`src/rtl/core/qtls_pkg.sv`:
```
// ----------------------------------------------------------------------------
// qtls_pkg: shared types and character codes for the quoted token splitter
// Holds the scan mode encoding, the result record and the special characters.
// ----------------------------------------------------------------------------
package qtls_pkg;

    typedef enum logic [2:0] {
        MODE_SKIP   = 3'b001,
        MODE_PLAIN  = 3'b010,
        MODE_QUOTED = 3'b100
    } mode_t;

    localparam logic [7:0] CH_NUL       = 8'd0;
    localparam logic [7:0] CH_TAB       = 8'd9;
    localparam logic [7:0] CH_NEWLINE   = 8'd10;
    localparam logic [7:0] CH_VTAB      = 8'd11;
    localparam logic [7:0] CH_FORMFEED  = 8'd12;
    localparam logic [7:0] CH_RETURN    = 8'd13;
    localparam logic [7:0] CH_SPACE     = 8'd32;
    localparam logic [7:0] CH_QUOTE     = 8'd34;
    localparam logic [7:0] CH_HASH      = 8'd35;
    localparam logic [7:0] CH_BACKSLASH = 8'd92;

    localparam int TDATA_W = 24;

    typedef struct packed {
        logic [7:0] token_byte;
        logic       has_byte;
        logic [3:0] arg_index;
        logic       token_start;
        logic       token_end;
        logic       token_drop;
        logic       line_end;
        logic       too_long;
        logic       text_end;
    } result_t;

    function automatic logic is_space(input logic [7:0] c);
        return (c == CH_TAB) || (c == CH_VTAB) || (c == CH_FORMFEED) ||
               (c == CH_RETURN) || (c == CH_SPACE);
    endfunction

endpackage

```
`src/rtl/core/quoted_token_line_splitter.sv`:
```
// ----------------------------------------------------------------------------
// quoted_token_line_splitter: line and token scanner for shell-style text
// Splits a byte stream into lines and argument tokens, one byte per cycle when not stalled.
// ----------------------------------------------------------------------------
// Usage:
//   s_axis carries one text byte per request in tdata[7:0]; a zero byte ends
//   the text and returns the scanner to its reset state.
//   m_axis carries at most one result per input byte. Bytes that only separate
//   tokens (whitespace, opening quotes, ignored rest of a line) give none.
//   tdata holds the token byte and marks, tuser flags a token byte, tlast
//   marks the end of a line.
// Throughput:
//   One byte per cycle while the skid register is empty. Results are
//   registered. The scan mode machine and the length counters are updated
//   in the accept cycle, so the next byte can follow at once.
// Stall:
//   An output register and a skid register separate the sides; a byte is
//   still taken while one result waits. s_axis_tready drops only when both
//   hold results.
// Reset:
//   aresetn (synchronous, active low) empties both output stages and returns
//   the scanner to whitespace skipping at the start of a line.
// ----------------------------------------------------------------------------
module quoted_token_line_splitter
    import qtls_pkg::*;
#(
    parameter int MAX_ARGS      = 16,
    parameter int MAX_TOKEN_LEN = 255,
    parameter int MAX_LINE_LEN  = 255
) (
    input  logic               aclk,
    input  logic               aresetn,
    input  logic               s_axis_tvalid,
    output logic               s_axis_tready,
    input  logic [7:0]         s_axis_tdata,   // [7:0] text_byte
    output logic               m_axis_tvalid,
    input  logic               m_axis_tready,
    // [7:0] token_byte, [11:8] arg_index, [12] token_start, [13] token_end,
    // [14] token_drop, [15] too_long, [16] text_end, [23:17] zero
    output logic [TDATA_W-1:0] m_axis_tdata,
    output logic               m_axis_tuser,   // [0] has_byte
    output logic               m_axis_tlast    // line_end
);

    localparam int ARG_CW = $clog2(MAX_ARGS + 1);
    localparam int ARG_W  = (ARG_CW > 4) ? ARG_CW : 4;
    localparam int TOK_W  = $clog2(MAX_TOKEN_LEN + 1);
    localparam int LINE_W = $clog2(MAX_LINE_LEN + 1);

    localparam logic [ARG_W-1:0]  ARG_LIMIT  = ARG_W'(MAX_ARGS);
    localparam logic [TOK_W-1:0]  TOK_LIMIT  = TOK_W'(MAX_TOKEN_LEN);
    localparam logic [LINE_W-1:0] LINE_LIMIT = LINE_W'(MAX_LINE_LEN);

    mode_t              mode_reg, mode_next;
    logic [ARG_W-1:0]   arg_count_reg, arg_count_next;
    logic [TOK_W-1:0]   token_len_reg, token_len_next;
    logic [LINE_W-1:0]  line_len_reg, line_len_next;
    logic               closed_reg, closed_next;

    result_t            out_data_reg, out_data_next;
    logic               out_valid_reg, out_valid_next;
    result_t            skid_data_reg, skid_data_next;
    logic               skid_valid_reg, skid_valid_next;

    logic [7:0] c;
    logic       accept;
    logic       take;
    logic       is_term;
    logic       has_result;
    logic       r_has, r_start, r_end, r_drop, r_line, r_long, r_text, r_tok;
    result_t    res;

    assign c             = s_axis_tdata;
    assign s_axis_tready = !skid_valid_reg;
    assign accept        = s_axis_tvalid && !skid_valid_reg;
    assign take          = out_valid_reg && m_axis_tready;
    assign is_term       = (c == CH_NUL) || (c == CH_NEWLINE) || (c == CH_BACKSLASH);

    // Scanner: next state and result for the byte on s_axis
    always_comb begin
        mode_next      = mode_reg;
        arg_count_next = arg_count_reg;
        token_len_next = token_len_reg;
        line_len_next  = line_len_reg;
        closed_next    = closed_reg;
        r_has   = 1'b0;
        r_start = 1'b0;
        r_end   = 1'b0;
        r_drop  = 1'b0;
        r_line  = 1'b0;
        r_long  = 1'b0;
        r_text  = (c == CH_NUL);
        r_tok   = 1'b0;

        if (!is_term) begin
            if (line_len_reg < LINE_LIMIT) begin
                line_len_next = line_len_reg + 1'b1;
            end
            if (!closed_reg) begin
                case (mode_reg)
                    MODE_SKIP: begin
                        if (is_space(c)) begin
                            // separator between tokens
                        end else if (c == CH_QUOTE) begin
                            mode_next      = MODE_QUOTED;
                            token_len_next = '0;
                        end else if (c == CH_HASH) begin
                            r_drop         = 1'b1;
                            r_tok          = 1'b1;
                            closed_next    = 1'b1;
                            token_len_next = '0;
                        end else begin
                            mode_next = MODE_PLAIN;
                            r_tok     = 1'b1;
                            r_has     = 1'b1;
                            r_start   = 1'b1;
                            token_len_next = TOK_W'(1);
                        end
                    end
                    MODE_PLAIN, MODE_QUOTED: begin
                        if ((mode_reg == MODE_PLAIN && is_space(c)) ||
                            (mode_reg == MODE_QUOTED && c == CH_QUOTE &&
                             token_len_reg != '0)) begin
                            r_end          = 1'b1;
                            r_tok          = 1'b1;
                            arg_count_next = arg_count_reg + 1'b1;
                            closed_next    = (arg_count_reg + 1'b1) >= ARG_LIMIT;
                            mode_next      = MODE_SKIP;
                            token_len_next = '0;
                        end else if (mode_reg == MODE_QUOTED && c == CH_QUOTE) begin
                            // empty quoted token closes the arguments
                            closed_next = 1'b1;
                            mode_next   = MODE_SKIP;
                        end else if (c == CH_HASH) begin
                            r_drop         = 1'b1;
                            r_tok          = 1'b1;
                            closed_next    = 1'b1;
                            mode_next      = MODE_SKIP;
                            token_len_next = '0;
                        end else begin
                            r_tok = 1'b1;
                            if (token_len_reg >= TOK_LIMIT) begin
                                r_long = 1'b1;
                            end else begin
                                r_has          = 1'b1;
                                r_start        = (token_len_reg == '0);
                                token_len_next = token_len_reg + 1'b1;
                            end
                        end
                    end
                    default: begin
                        mode_next = MODE_SKIP;
                    end
                endcase
            end
        end

        // Close the line on a terminator or when it is full; keep an open token
        if (is_term || line_len_next >= LINE_LIMIT) begin
            if (!closed_next && mode_next != MODE_SKIP && token_len_next != '0) begin
                r_end = 1'b1;
                r_tok = 1'b1;
            end
            r_line         = 1'b1;
            mode_next      = MODE_SKIP;
            arg_count_next = '0;
            token_len_next = '0;
            line_len_next  = '0;
            closed_next    = 1'b0;
        end
    end

    assign has_result = r_has || r_end || r_drop || r_line || r_long;

    always_comb begin
        res.token_byte  = r_has ? c : 8'd0;
        res.has_byte    = r_has;
        res.arg_index   = r_tok ? arg_count_reg[3:0] : 4'd0;
        res.token_start = r_start;
        res.token_end   = r_end;
        res.token_drop  = r_drop;
        res.line_end    = r_line;
        res.too_long    = r_long;
        res.text_end    = r_text;
    end

    // Output register with skid stage
    always_comb begin
        out_data_next   = out_data_reg;
        out_valid_next  = out_valid_reg;
        skid_data_next  = skid_data_reg;
        skid_valid_next = skid_valid_reg;
        if (take) begin
            if (skid_valid_reg) begin
                out_data_next   = skid_data_reg;
                skid_valid_next = 1'b0;
            end else begin
                out_valid_next = 1'b0;
            end
        end
        if (accept && has_result) begin
            if (!out_valid_reg || take) begin
                out_data_next  = res;
                out_valid_next = 1'b1;
            end else begin
                skid_data_next  = res;
                skid_valid_next = 1'b1;
            end
        end
    end

    always_ff @(posedge aclk) begin
        if (!aresetn) begin
            mode_reg       <= MODE_SKIP;
            arg_count_reg  <= '0;
            token_len_reg  <= '0;
            line_len_reg   <= '0;
            closed_reg     <= 1'b0;
            out_valid_reg  <= 1'b0;
            skid_valid_reg <= 1'b0;
        end else begin
            if (accept) begin
                mode_reg      <= mode_next;
                arg_count_reg <= arg_count_next;
                token_len_reg <= token_len_next;
                line_len_reg  <= line_len_next;
                closed_reg    <= closed_next;
            end
            out_valid_reg  <= out_valid_next;
            skid_valid_reg <= skid_valid_next;
        end
    end

    always_ff @(posedge aclk) begin
        out_data_reg  <= out_data_next;
        skid_data_reg <= skid_data_next;
    end

    assign m_axis_tvalid = out_valid_reg;
    assign m_axis_tdata  = {7'd0, out_data_reg.text_end, out_data_reg.too_long,
                            out_data_reg.token_drop, out_data_reg.token_end,
                            out_data_reg.token_start, out_data_reg.arg_index,
                            out_data_reg.token_byte};
    assign m_axis_tuser  = out_data_reg.has_byte;
    assign m_axis_tlast  = out_data_reg.line_end;

endmodule

```
`config.mk`:
```
export PLATFORM = sky130hd
export DESIGN_NAME = quoted_token_line_splitter
export DESIGN_NICKNAME = d
export VERILOG_FILES = /design/src/rtl/core/qtls_pkg.sv /design/src/rtl/core/quoted_token_line_splitter.sv
export SDC_FILE = /design/constraint.sdc
export NUM_CORES = 1
export LEC_CHECK = 0
export BUFFER_PORTS_ARGS = -buffer_cell sky130_fd_sc_hd__buf_2
export CORE_MARGIN = 10
export CORE_UTILIZATION = 60
export CTS_CLUSTER_DIAMETER = 150
export DETAILED_ROUTE_END_ITERATION = 8
export GPL_TIMING_DRIVEN = 0
export PLACE_DENSITY = 0.85
export SLEW_MARGIN = 40
export SYNTH_ARGS = -nofsm -noshare
export SYNTH_HDL_FRONTEND = slang
export SYNTH_SLANG_ARGS = --single-unit
```
`constraint.sdc`:
```
create_clock -name aclk -period 7.2 [get_ports aclk]
set_input_delay 0.36 -clock aclk [delete_from_list [all_inputs] [get_ports aclk]]
set_output_delay 0.36 -clock aclk [all_outputs]
set_load 0.005 [all_outputs]
```
# After elaboration in Yosys (flattened, before gate mapping)

Cells that the tools add are included.

$add $sub $neg: 3
Magnitude comparators: 4
Equality and inequality tests: 15
Mux-type cells: 96
Bitwise operators: 1
Reduce and logical (&&, ||, !) cells: 33

Operators with widths:

| operator                                                              | count |
|---|---|
| 8-bit 2-to-1 mux                                                      | 12 |
| 19-bit 2-to-1 mux                                                     | 4 |
| 1-bit 2-to-1 mux                                                      | 58 |
| 8-bit by 4-bit equality test with 1-bit output, second input constant | 5 |
| 3-bit 2-to-1 mux                                                      | 9 |
| 5-bit 2-to-1 mux                                                      | 5 |
| 8-bit by 6-bit equality test with 1-bit output, second input constant | 3 |
| 8-bit by 1-bit adder with 8-bit output, second input constant         | 2 |
| 8-bit >= comparator, second input constant                            | 2 |
| 8-bit zero test                                                       | 2 |
| 8-bit case mux with 2 select lines                                    | 1 |
| 8-bit nonzero test                                                    | 2 |
| 1-bit logical OR                                                      | 13 |
| 1-bit case mux with 2 select lines                                    | 5 |
| 8-bit by 7-bit equality test with 1-bit output, second input constant | 1 |
| 1-bit logical AND                                                     | 8 |
| 8-bit < comparator, second input constant                             | 1 |
| 3-bit case mux with 2 select lines                                    | 1 |
| 5-bit by 1-bit adder with 5-bit output, second input constant         | 1 |
| 5-bit >= comparator, second input constant                            | 1 |
| 5-bit AND reduction                                                   | 1 |
| 4-bit 2-to-1 mux                                                      | 1 |
| 2-bit by 1-bit != test with 1-bit output, second input constant       | 2 |
| 2-bit nonzero test                                                    | 2 |
| 8 further kinds                                                       | 10 |

Bits in registers: 65
Bits of input ports: 12
Logic and storage cells: 177

# Depth between registers and ports, before layout

Gate-level depths: netlist (run 1).

Word-level depth: 22
Gate-level depth with buffers: 13

# Worst setup path before layout (run 1)

OpenSTA, ideal clock, no wires.

Path kind: in2reg
From: input port s_axis_tdata[6]
To: register skid_data_reg[0] (netlist bit), enable pin
Library setup time: 0.419 ns
Arrival time: 3.253 ns
Data required time: 6.781 ns
Slack: 3.528 ns
Cell stages on the path: 7
Cells stage by stage: and4b_1 a22o_2 a21oi_4 mux2_2 o31ai_4 o21ai_2 nor3_1

Word-level cells in the longest chain between the ends: 22
Elaborated cells between the ends (all ways): 87
Classes of those cells: order compare: 1; eq/ne: 10; mux: 54; reduce/logical: 22

Ends and longest elaborated chain:

| element                                                                                  | line                              | text |
|---|---|---|
| start, declared                                                                          | quoted_token_line_splitter.sv:35  | `input logic [7:0] s_axis_tdata,` |
| 8-bit by 4-bit equality test with 1-bit output                                           | qtls_pkg.sv:39                    | `return (c == CH_TAB) \|\| (c == CH_VTAB) \|\| (c == CH_FORMFEED) \|\|` |
| 1-bit logical OR (3 in a row)                                                            | qtls_pkg.sv:39                    |  |
| 1-bit logical OR                                                                         | qtls_pkg.sv:40                    | `(c == CH_RETURN) \|\| (c == CH_SPACE);` |
| 1-bit logical AND                                                                        | quoted_token_line_splitter.sv:121 | `if ((mode_reg == MODE_PLAIN && is_space(c)) \|\|` |
| 1-bit logical OR                                                                         | quoted_token_line_splitter.sv:121 |  |
| 3-bit 2-to-1 mux or 1-bit 2-to-1 mux (tied branches)                                     | quoted_token_line_splitter.sv:121 |  |
| 3-bit case mux with 2 select lines or 1-bit case mux with 2 select lines (tied branches) | quoted_token_line_splitter.sv:100 | `case (mode_reg)` |
| 3-bit 2-to-1 mux or 1-bit 2-to-1 mux (tied branches)                                     | quoted_token_line_splitter.sv:99  | `if (!closed_reg) begin` |
| 3-bit 2-to-1 mux or 1-bit 2-to-1 mux (tied branches)                                     | quoted_token_line_splitter.sv:95  | `if (!is_term) begin` |
| 3-bit by 1-bit != test with 1-bit output or 1-bit zero test (tied branches)              | quoted_token_line_splitter.sv:160 | `if (!closed_next && mode_next != MODE_SKIP && token_len_next != '0) begin` |
| 1-bit logical AND (2 in a row)                                                           | quoted_token_line_splitter.sv:160 |  |
| 1-bit 2-to-1 mux                                                                         | quoted_token_line_splitter.sv:160 |  |
| 1-bit 2-to-1 mux                                                                         | quoted_token_line_splitter.sv:159 | `if (is_term \|\| line_len_next >= LINE_LIMIT) begin` |
| 1-bit logical OR (3 in a row)                                                            | quoted_token_line_splitter.sv:173 | `assign has_result = r_has \|\| r_end \|\| r_drop \|\| r_line \|\| r_long;` |
| 1-bit logical OR (*)                                                                     | quoted_token_line_splitter.sv:173 |  |
| 1-bit logical AND (*)                                                                    | quoted_token_line_splitter.sv:201 | `if (accept && has_result) begin` |
| 2-bit AND reduction (no line) (*)                                                        | --                                |  |
| end signal, assigned                                                                     | quoted_token_line_splitter.sv:236 | `skid_data_reg <= skid_data_next;` |
| end, declared                                                                            | quoted_token_line_splitter.sv:62  | `result_t skid_data_reg, skid_data_next;` |

Mark *: on every way between the ends. The rest lies on a longest branch, timed or not.
A chain may end at the register's enable or synchronous reset.

# Worst setup path in the final report (run 1)

From: register line_len_reg[0]
To: register skid_data_reg[1] (netlist bit), enable pin

Word-level cells in the longest chain between the ends: 12
Elaborated cells between the ends (all ways): 14
Classes of those cells: add/sub: 1; order compare: 2; mux: 4; reduce/logical: 7

Ends and longest elaborated chain:

| element                                                                      | line                                                               | text |
|---|---|---|
| start, declared                                                              | quoted_token_line_splitter.sv:57                                   | `logic [LINE_W-1:0] line_len_reg, line_len_next;` |
| start signal, assigned                                                       | quoted_token_line_splitter.sv:226                                  | `line_len_reg <= line_len_next;` |
| 8-bit by 1-bit adder with 8-bit output or 8-bit < comparator (tied branches) | quoted_token_line_splitter.sv:97, quoted_token_line_splitter.sv:96 |  |
| 8-bit 2-to-1 mux                                                             | quoted_token_line_splitter.sv:96                                   | `if (line_len_reg < LINE_LIMIT) begin` |
| 8-bit 2-to-1 mux (*)                                                         | quoted_token_line_splitter.sv:95                                   |  |
| 8-bit >= comparator (*)                                                      | quoted_token_line_splitter.sv:159                                  |  |
| 1-bit logical OR (*)                                                         | quoted_token_line_splitter.sv:159                                  |  |
| 1-bit 2-to-1 mux                                                             | quoted_token_line_splitter.sv:159                                  |  |
| 1-bit logical OR (2 in a row)                                                | quoted_token_line_splitter.sv:173                                  |  |
| 1-bit logical OR (*) (2 in a row)                                            | quoted_token_line_splitter.sv:173                                  |  |
| 1-bit logical AND (*)                                                        | quoted_token_line_splitter.sv:201                                  |  |
| 2-bit AND reduction (no line) (*)                                            | --                                                                 |  |

Marked as above.

==> results.toml, run 1 <==
[grt]
grt_pass1_wl_microns = 15900
grtUsageTotal_pct = 19.3
antenna_found_initial = 0
grt_pass1_vias = 3234
gr-total-overflow = 0
grt_max_degree = 13

[final_layout]
multi_input_area_sq_um = 2120
drive_gt1_share_pct = 18.0
fill_cells = 450
final_common_cell = "nand2_1"
seq_area_sq_um = 1490
final_cells = 563
nets = 499
diodes = 0
layout_common_cells = "nand2_1 (54), dfxtp_1 (46), buf_2 (37)"
largest_reg_flops = 19
postLayoutCellArea_sq_um = 4260
syn_to_final_growth_pct = 12.1

[timing]
rsz0062_at_grt = "no"
setup_viol = 0
finClkSkew_ns = 0.00963
maxSlewViolCount = 0
period_share_pct = 49.7
fin_crit_ns = 3.58
worstMarginPinSlew_ns = 0.789
fmax_ghz = 0.280
hold_violations = 0
tns_ns = 0
slew_headroom_pct = 47.4

[synth]
ys.flop_type = "dfxtp_1"
synth_area_sq_um = 3800
yosys_warnings = 0
syn-mean-instance-area_sq_um = 8.78
ys_seq_elements = 65
synth_edf_count = 19
synth_top_area_share_pct = 24.2
syn_inst = 433
ys_types = 72
ys_seq_area_share_pct = 39.2
synth_top_cell_by_area = "dfxtp_1"
yosys-top-cells-area = "dfxtp_1 (24%), edfxtp_1 (15%), nand2_1 (5.3%)"
async_reset_ff_share_pct = 0

[clock_network]
cts_resized = 0
root_buffer = "clkbuf_8"
cts_tree = "built"
clock-sinks = 65
htreeDepth = 3
cts_setup_buffers = 0
path_clk_slew_ns = 0.08
worstSkewPairLatency_ns = 0.34
hold_buffers = 0
cts_buffer_depth = 2
cts_buffers = 9

[detailed_routing]
num_vias = 3420
route.detailed.wl_per_inst_microns = 17.1
wirelength_microns = 9640
drtPass1Iterations = 5
drcViolationCount = 0
first_iter_violations = 272
vias_per_cell = 6.07
ant_nets = 0

[pwr]
p_sw_mw = 0.262
power.share.combinational_pct = 19.1
vdd_drop_max_v = 0.000148
swShare_pct = 30.5
seqPwrFrac_pct = 49.0
powerDensity_nw_per_um2 = 201
clockPowerShare_pct = 32.0
leakagePower_nw = 1.71
p_int_mw = 0.596

[placed_design]
place_area_sq_um = 4090
place_hpwl_microns = 7180
gp_congestion = 0.906
io_buffer_count = 31
dpl.cell_count = 547

[die]
die_y_microns = 99.6
fp-row-count = 28
start_util_pct = 63.1
fp.coreArea_sq_um = 6030
ios = 40
die_area_sq_um = 9920
dieWidth_microns = 99.6

[critical_path]
end_kind = "flop"
r2r_cells = 10
critPathLaunchType = "flop"
critPathLaunch = "line_len_reg[0]$_SDFFE_PN0P_"
required_ns = 7.24
crit_arrival_ns = 3.62
critical_path_class = "reg -> reg"
cp_max_fo = 9
endpoint = "skid_data_reg[1]$_DFFE_PP_"
r2r_start = "line_len_reg[0]$_SDFFE_PN0P_"
reg2reg_to = "skid_data_reg[1]$_DFFE_PP_"
rrSetupSlack_ns = 3.62

[run_status]
outcome = "finished, final reports clean"

[flow_run]
drv_cap = 0

[min_path]
hp-class = "in -> reg"
per-layer routing:
layer	up-vias	routed length, microns	global-route usage (%)
li1	1687	-	-
met1	1582	4220	23.5
met2	139	4650	32.4
met3	12	660	5.19
met4	0	114	5.51
met5	-	0	0
cell type report:
| class | count | area share (%) |
|---|---|---|
| buffer | 29 | 4.02 |
| clock buffer | 10 | 3.00 |
| clock inverter | 6 | 1.03 |
| inverter | 11 | 0.969 |
| multi-input combinational | 334 | 49.8 |
| sequential | 65 | 35.0 |
| tap | 75 | 2.20 |
| timing repair buffer | 33 | 3.94 |
metrics by stage:
stage | total power [mW] | worst slack [ns] | hold WS [ns] | utilization [%]
floorplan | 0.531 | 3.53 | 0.478 | -
global placement | 0.585 | 2.50 | 0.490 | 67.6
detailed placement | 0.592 | 3.65 | 0.504 | 67.9
CTS | 0.862 | 3.64 | 0.348 | 70.7
global route | 0.901 | 3.38 | 0.348 | 70.7
finish | 0.858 | 3.62 | 0.351 | 70.7
Yosys cell counts, types with 2 or more instances:
cell type,n
nand2_1,54
dfxtp_1,46
o21ai_0,32
and2_1,24
edfxtp_1,19
mux2i_1,19
a21oi_1,17
nor2_1,16
nor2b_1,15
nand3_1,14
buf_4,13
inv_1,11
o21ai_1,11
clkbuf_1,10
o22ai_1,10
nor3_1,9
and3_1,8
nand2b_1,6
nand4_1,6
o31ai_1,6
a32oi_1,5
a41oi_1,5
buf_2,5
a21boi_0,4
ha_1,4
a211oi_1,3
a22oi_1,3
a31oi_1,3
nor3b_1,3
or3_1,3
and4_1,2
nand3b_1,2
nor3_2,2
nor4_1,2
o211a_1,2
or2_1,2
xnor2_1,2
worst min-delay path by stage:
stage | from | cells after the start | end
3_3_place_gp | skid_data_reg[11]$_DFFE_PP_ | 2 | m_axis_tdata[0]$_DFF_P_
2_1_floorplan | arg_count_reg[3]$_SDFFE_PN0P_ | 2 | m_axis_tdata[11]$_DFF_P_
3_5_place_dp | skid_data_reg[11]$_DFFE_PP_ | 2 | m_axis_tdata[0]$_DFF_P_
5_1_grt | aresetn | 2 | arg_count_reg[3]$_SDFFE_PN0P_
6_report | m_axis_tready | 3 | skid_valid_reg$_SDFF_PN0_
4_1_cts | m_axis_tready | 3 | skid_valid_reg$_SDFF_PN0_
critical path, stage by stage (launching register included):
cell	delay [ns]
dfxtp_1	0.49
ha_1	0.33
nand3_1	0.21
nor2_1	0.28
a21oi_4	0.10
mux2_2	0.34
o31ai_4	0.41
o21ai_2	0.17
nor3_2	0.41
buf_2	0.33
buf_4	0.21
kinds of logic (layout without fill, tap and decap cells):
kind of cell / after synthesis / count (layout) / share of synthesized area, %
AND/OR/NAND/NOR: 179 / 179 / 26.0
AO/OA/AOI/OAI: 121 / 121 / 21.7
flip-flops: 65 / 65 / 39.2
buffers and inverters: 40 / 89 / 5.60
multiplexers: 20 / 20 / 5.30
adder cells (fa/ha/maj): 4 / 4 / 1.32
XOR/XNOR: 3 / 3 / 0.692
other: 1 / 7 / 0.0987
power by group through the flow:
stage / clock network (mW) / logic [mW] / registers, mW
floorplan: 0 / 0.102 / 0.429
global placement: 0 / 0.159 / 0.426
detailed placement: 0 / 0.163 / 0.429
CTS: 0.279 / 0.163 / 0.420
global route: 0.294 / 0.183 / 0.424
finish: 0.274 / 0.163 / 0.420
No activity file was read; power rests on OpenSTA's default activity.
==> run 2: changes to the inputs <==
- CORE_UTILIZATION: 60 -> 53
- PLACE_DENSITY: 0.85 -> 0.8
- clock period: 7.2 -> 3 ns (I/O delays scaled with it)
==> run 2 against run 1 <==
Flip-flop and latch count stayed put. First-iteration DRC count grew 8.8%. Clock power rose to 3.1 times the previous value. Global-route usage fell by 2.0 points. Routed wire length grew 1.2%. Clock skew about the same.
==> results.toml, run 2 (synthesis results as in run 1) <==
[timing]
hold_violations = 0
worstMarginPinSlew_ns = 0.797
fin_crit_ns = 2.83
period_share_pct = 94.2
fmax_ghz = 0.354
slew_headroom_pct = 46.9
finClkSkew_ns = 0.00920
maxSlewViolCount = 0
holdWs_ns = 0.141
setup_viol = 0

[final_layout]
largest_reg_flops = 19
final_core_util_pct = 64.3
seq_area_sq_um = 1490
layout_common_cells = "nand2_1 (54), dfxtp_1 (44), buf_2 (37)"
postLayoutCellArea_sq_um = 4420
final_common_cell = "nand2_1"
final_cells = 589
drive_gt1_share_pct = 20.5
fill_cells = 599
multi_input_area_sq_um = 2150
diodes = 0
syn_to_final_growth_pct = 16.2
nets = 504

[die]
fp.coreArea_sq_um = 6870
start_util_pct = 55.3
die_y_microns = 105
dieWidth_microns = 105
fp-row-count = 30
ios = 40
die_area_sq_um = 11000

[critical_path]
rrSetupSlack_ns = 0.17
end_kind = "flop"
slowest_stage = "dfxtp_1"
crit_chain = "buf_4 -> nor4b_4 -> and3_1 -> buf_2 -> a22oi_2 -> buf_6 -> a41oi_1 -> a21oi_1 -> nor4_2 -> a41oi_2 -> nor2_4 -> nor2b_1"
required_ns = 3.10
critPathLaunchType = "flop"
r2r_cells = 12
cp_max_fo = 9
critical_path_class = "reg -> reg"
reg2reg_to = "skid_data_reg[8]$_DFFE_PP_"
max_stage_delay_ns = 0.31
r2r_start = "mode_reg[1]$_SDFFE_PN0P_"
crit_arrival_ns = 2.92

[placed_design]
place_area_sq_um = 4120
gp_congestion = 0.934
place_hpwl_microns = 6880
dpl.cell_count = 567
io_buffer_count = 31

[pwr]
powerDensity_nw_per_um2 = 513
leakagePower_nw = 1.77
vdd_drop_max_v = 0.000217

[min_path]
hold_depth = 2
hp-class = "in -> reg"
whs_endpoint = "line_len_reg[1]$_SDFFE_PN0P_"
worstHoldStart = "aresetn"

[run_status]
outcome = "finished, final reports clean"

[grt]
grt_max_degree = 13
antenna_found_initial = 0
grt_pass1_vias = 3199
grt_pass1_wl_microns = 16100
grtUsageTotal_pct = 17.2
gr-total-overflow = 0

[clock_network]
path_clk_slew_ns = 0.07
root_buffer = "clkbuf_8"
clock-sinks = 65
cts_buffers = 9
worstSkewPairLatency_ns = 0.35
cts_buffer_depth = 2
hold_buffers = 0
cts_tree = "built"
htreeDepth = 3

[detailed_routing]
drtPass1Iterations = 8
ant_nets = 0
route.detailed.wl_per_inst_microns = 16.6
drcViolationCount = 0
num_vias = 3514
wirelength_microns = 9760
first_iter_violations = 296
vias_per_cell = 5.97

[flow_run]
drv_cap = 0
run 2: how the worst max path moves through the flow:
stage	endpoint	slack, ns	startpoint
2_1_floorplan	skid_data_reg[0]$_DFFE_PP_	0.18	line_len_reg[0]$_SDFFE_PN0P_
3_3_place_gp	skid_data_reg[5]$_DFFE_PP_	-0.37	line_len_reg[0]$_SDFFE_PN0P_
3_5_place_dp	m_axis_tdata[2]$_DFF_P_	-0.20	line_len_reg[0]$_SDFFE_PN0P_
4_1_cts	m_axis_tdata[2]$_DFF_P_	0.04	line_len_reg[0]$_SDFFE_PN0P_
5_1_grt	skid_data_reg[8]$_DFFE_PP_	-0.01	mode_reg[0]$_SDFFE_PN1P_
6_report	skid_data_reg[8]$_DFFE_PP_	0.17	mode_reg[1]$_SDFFE_PN0P_
run 2: cell type report:
type	count	share of cell area, %
multi-input combinational	334	48.7
clock buffer	10	3.12
tap	96	2.72
clock inverter	6	2.04
inverter	11	0.935
sequential	65	33.8
timing repair buffer	38	4.73
buffer	29	3.91
run 2: metal layers:
metal | track usage (%) | vias to the layer above | share of wire (%)
met5 | 0 | - | 0
met4 | 4.12 | 0 | 0.94
met3 | 5.10 | 17 | 6.7
met2 | 27.8 | 123 | 48
met1 | 22.2 | 1668 | 45
li1 | - | 1706 | -
run 2: through the flow:
| step | power [mW] | setup WS [ns] | TNS (ns) |
|---|---|---|---|
| after floorplan | 1.28 | 0.180 | 0 |
| after global placement | 1.41 | -0.367 | -7.79 |
| after detailed placement | 1.42 | -0.198 | -3.62 |
| after CTS | 2.27 | 0.0351 | 0 |
| after global routing | 2.37 | -0.0103 | -0.0147 |
| final | 2.26 | 0.173 | 0 |
run 2: worst max-delay path: cells and delay by family (launching register included):
kind / cells / cell delay, ns
DFF: 1 / 0.31
and+or+nand+nor: 5 / 1.09
AOI/OAI and AO/OA: 4 / 0.66
buffers and inverters: 3 / 0.51
run 2: what timing repair did:
action | 4_1_cts | 5_1_grt
gates cloned | 0 | 1
hold endpoints to repair | 0 | 0
setup buffers | 4 | 1
pin swaps | 2 | 4
setup endpoints to repair | 42 | 54
resized for setup | 1 | 7
run 2: where the power goes:
group	switching [mW]	internal [mW]	total, mW
clock	0.358	0.493	0.851
sequential	0.0357	0.973	1.01
combinational	0.245	0.160	0.406
total	0.639	1.63	2.26
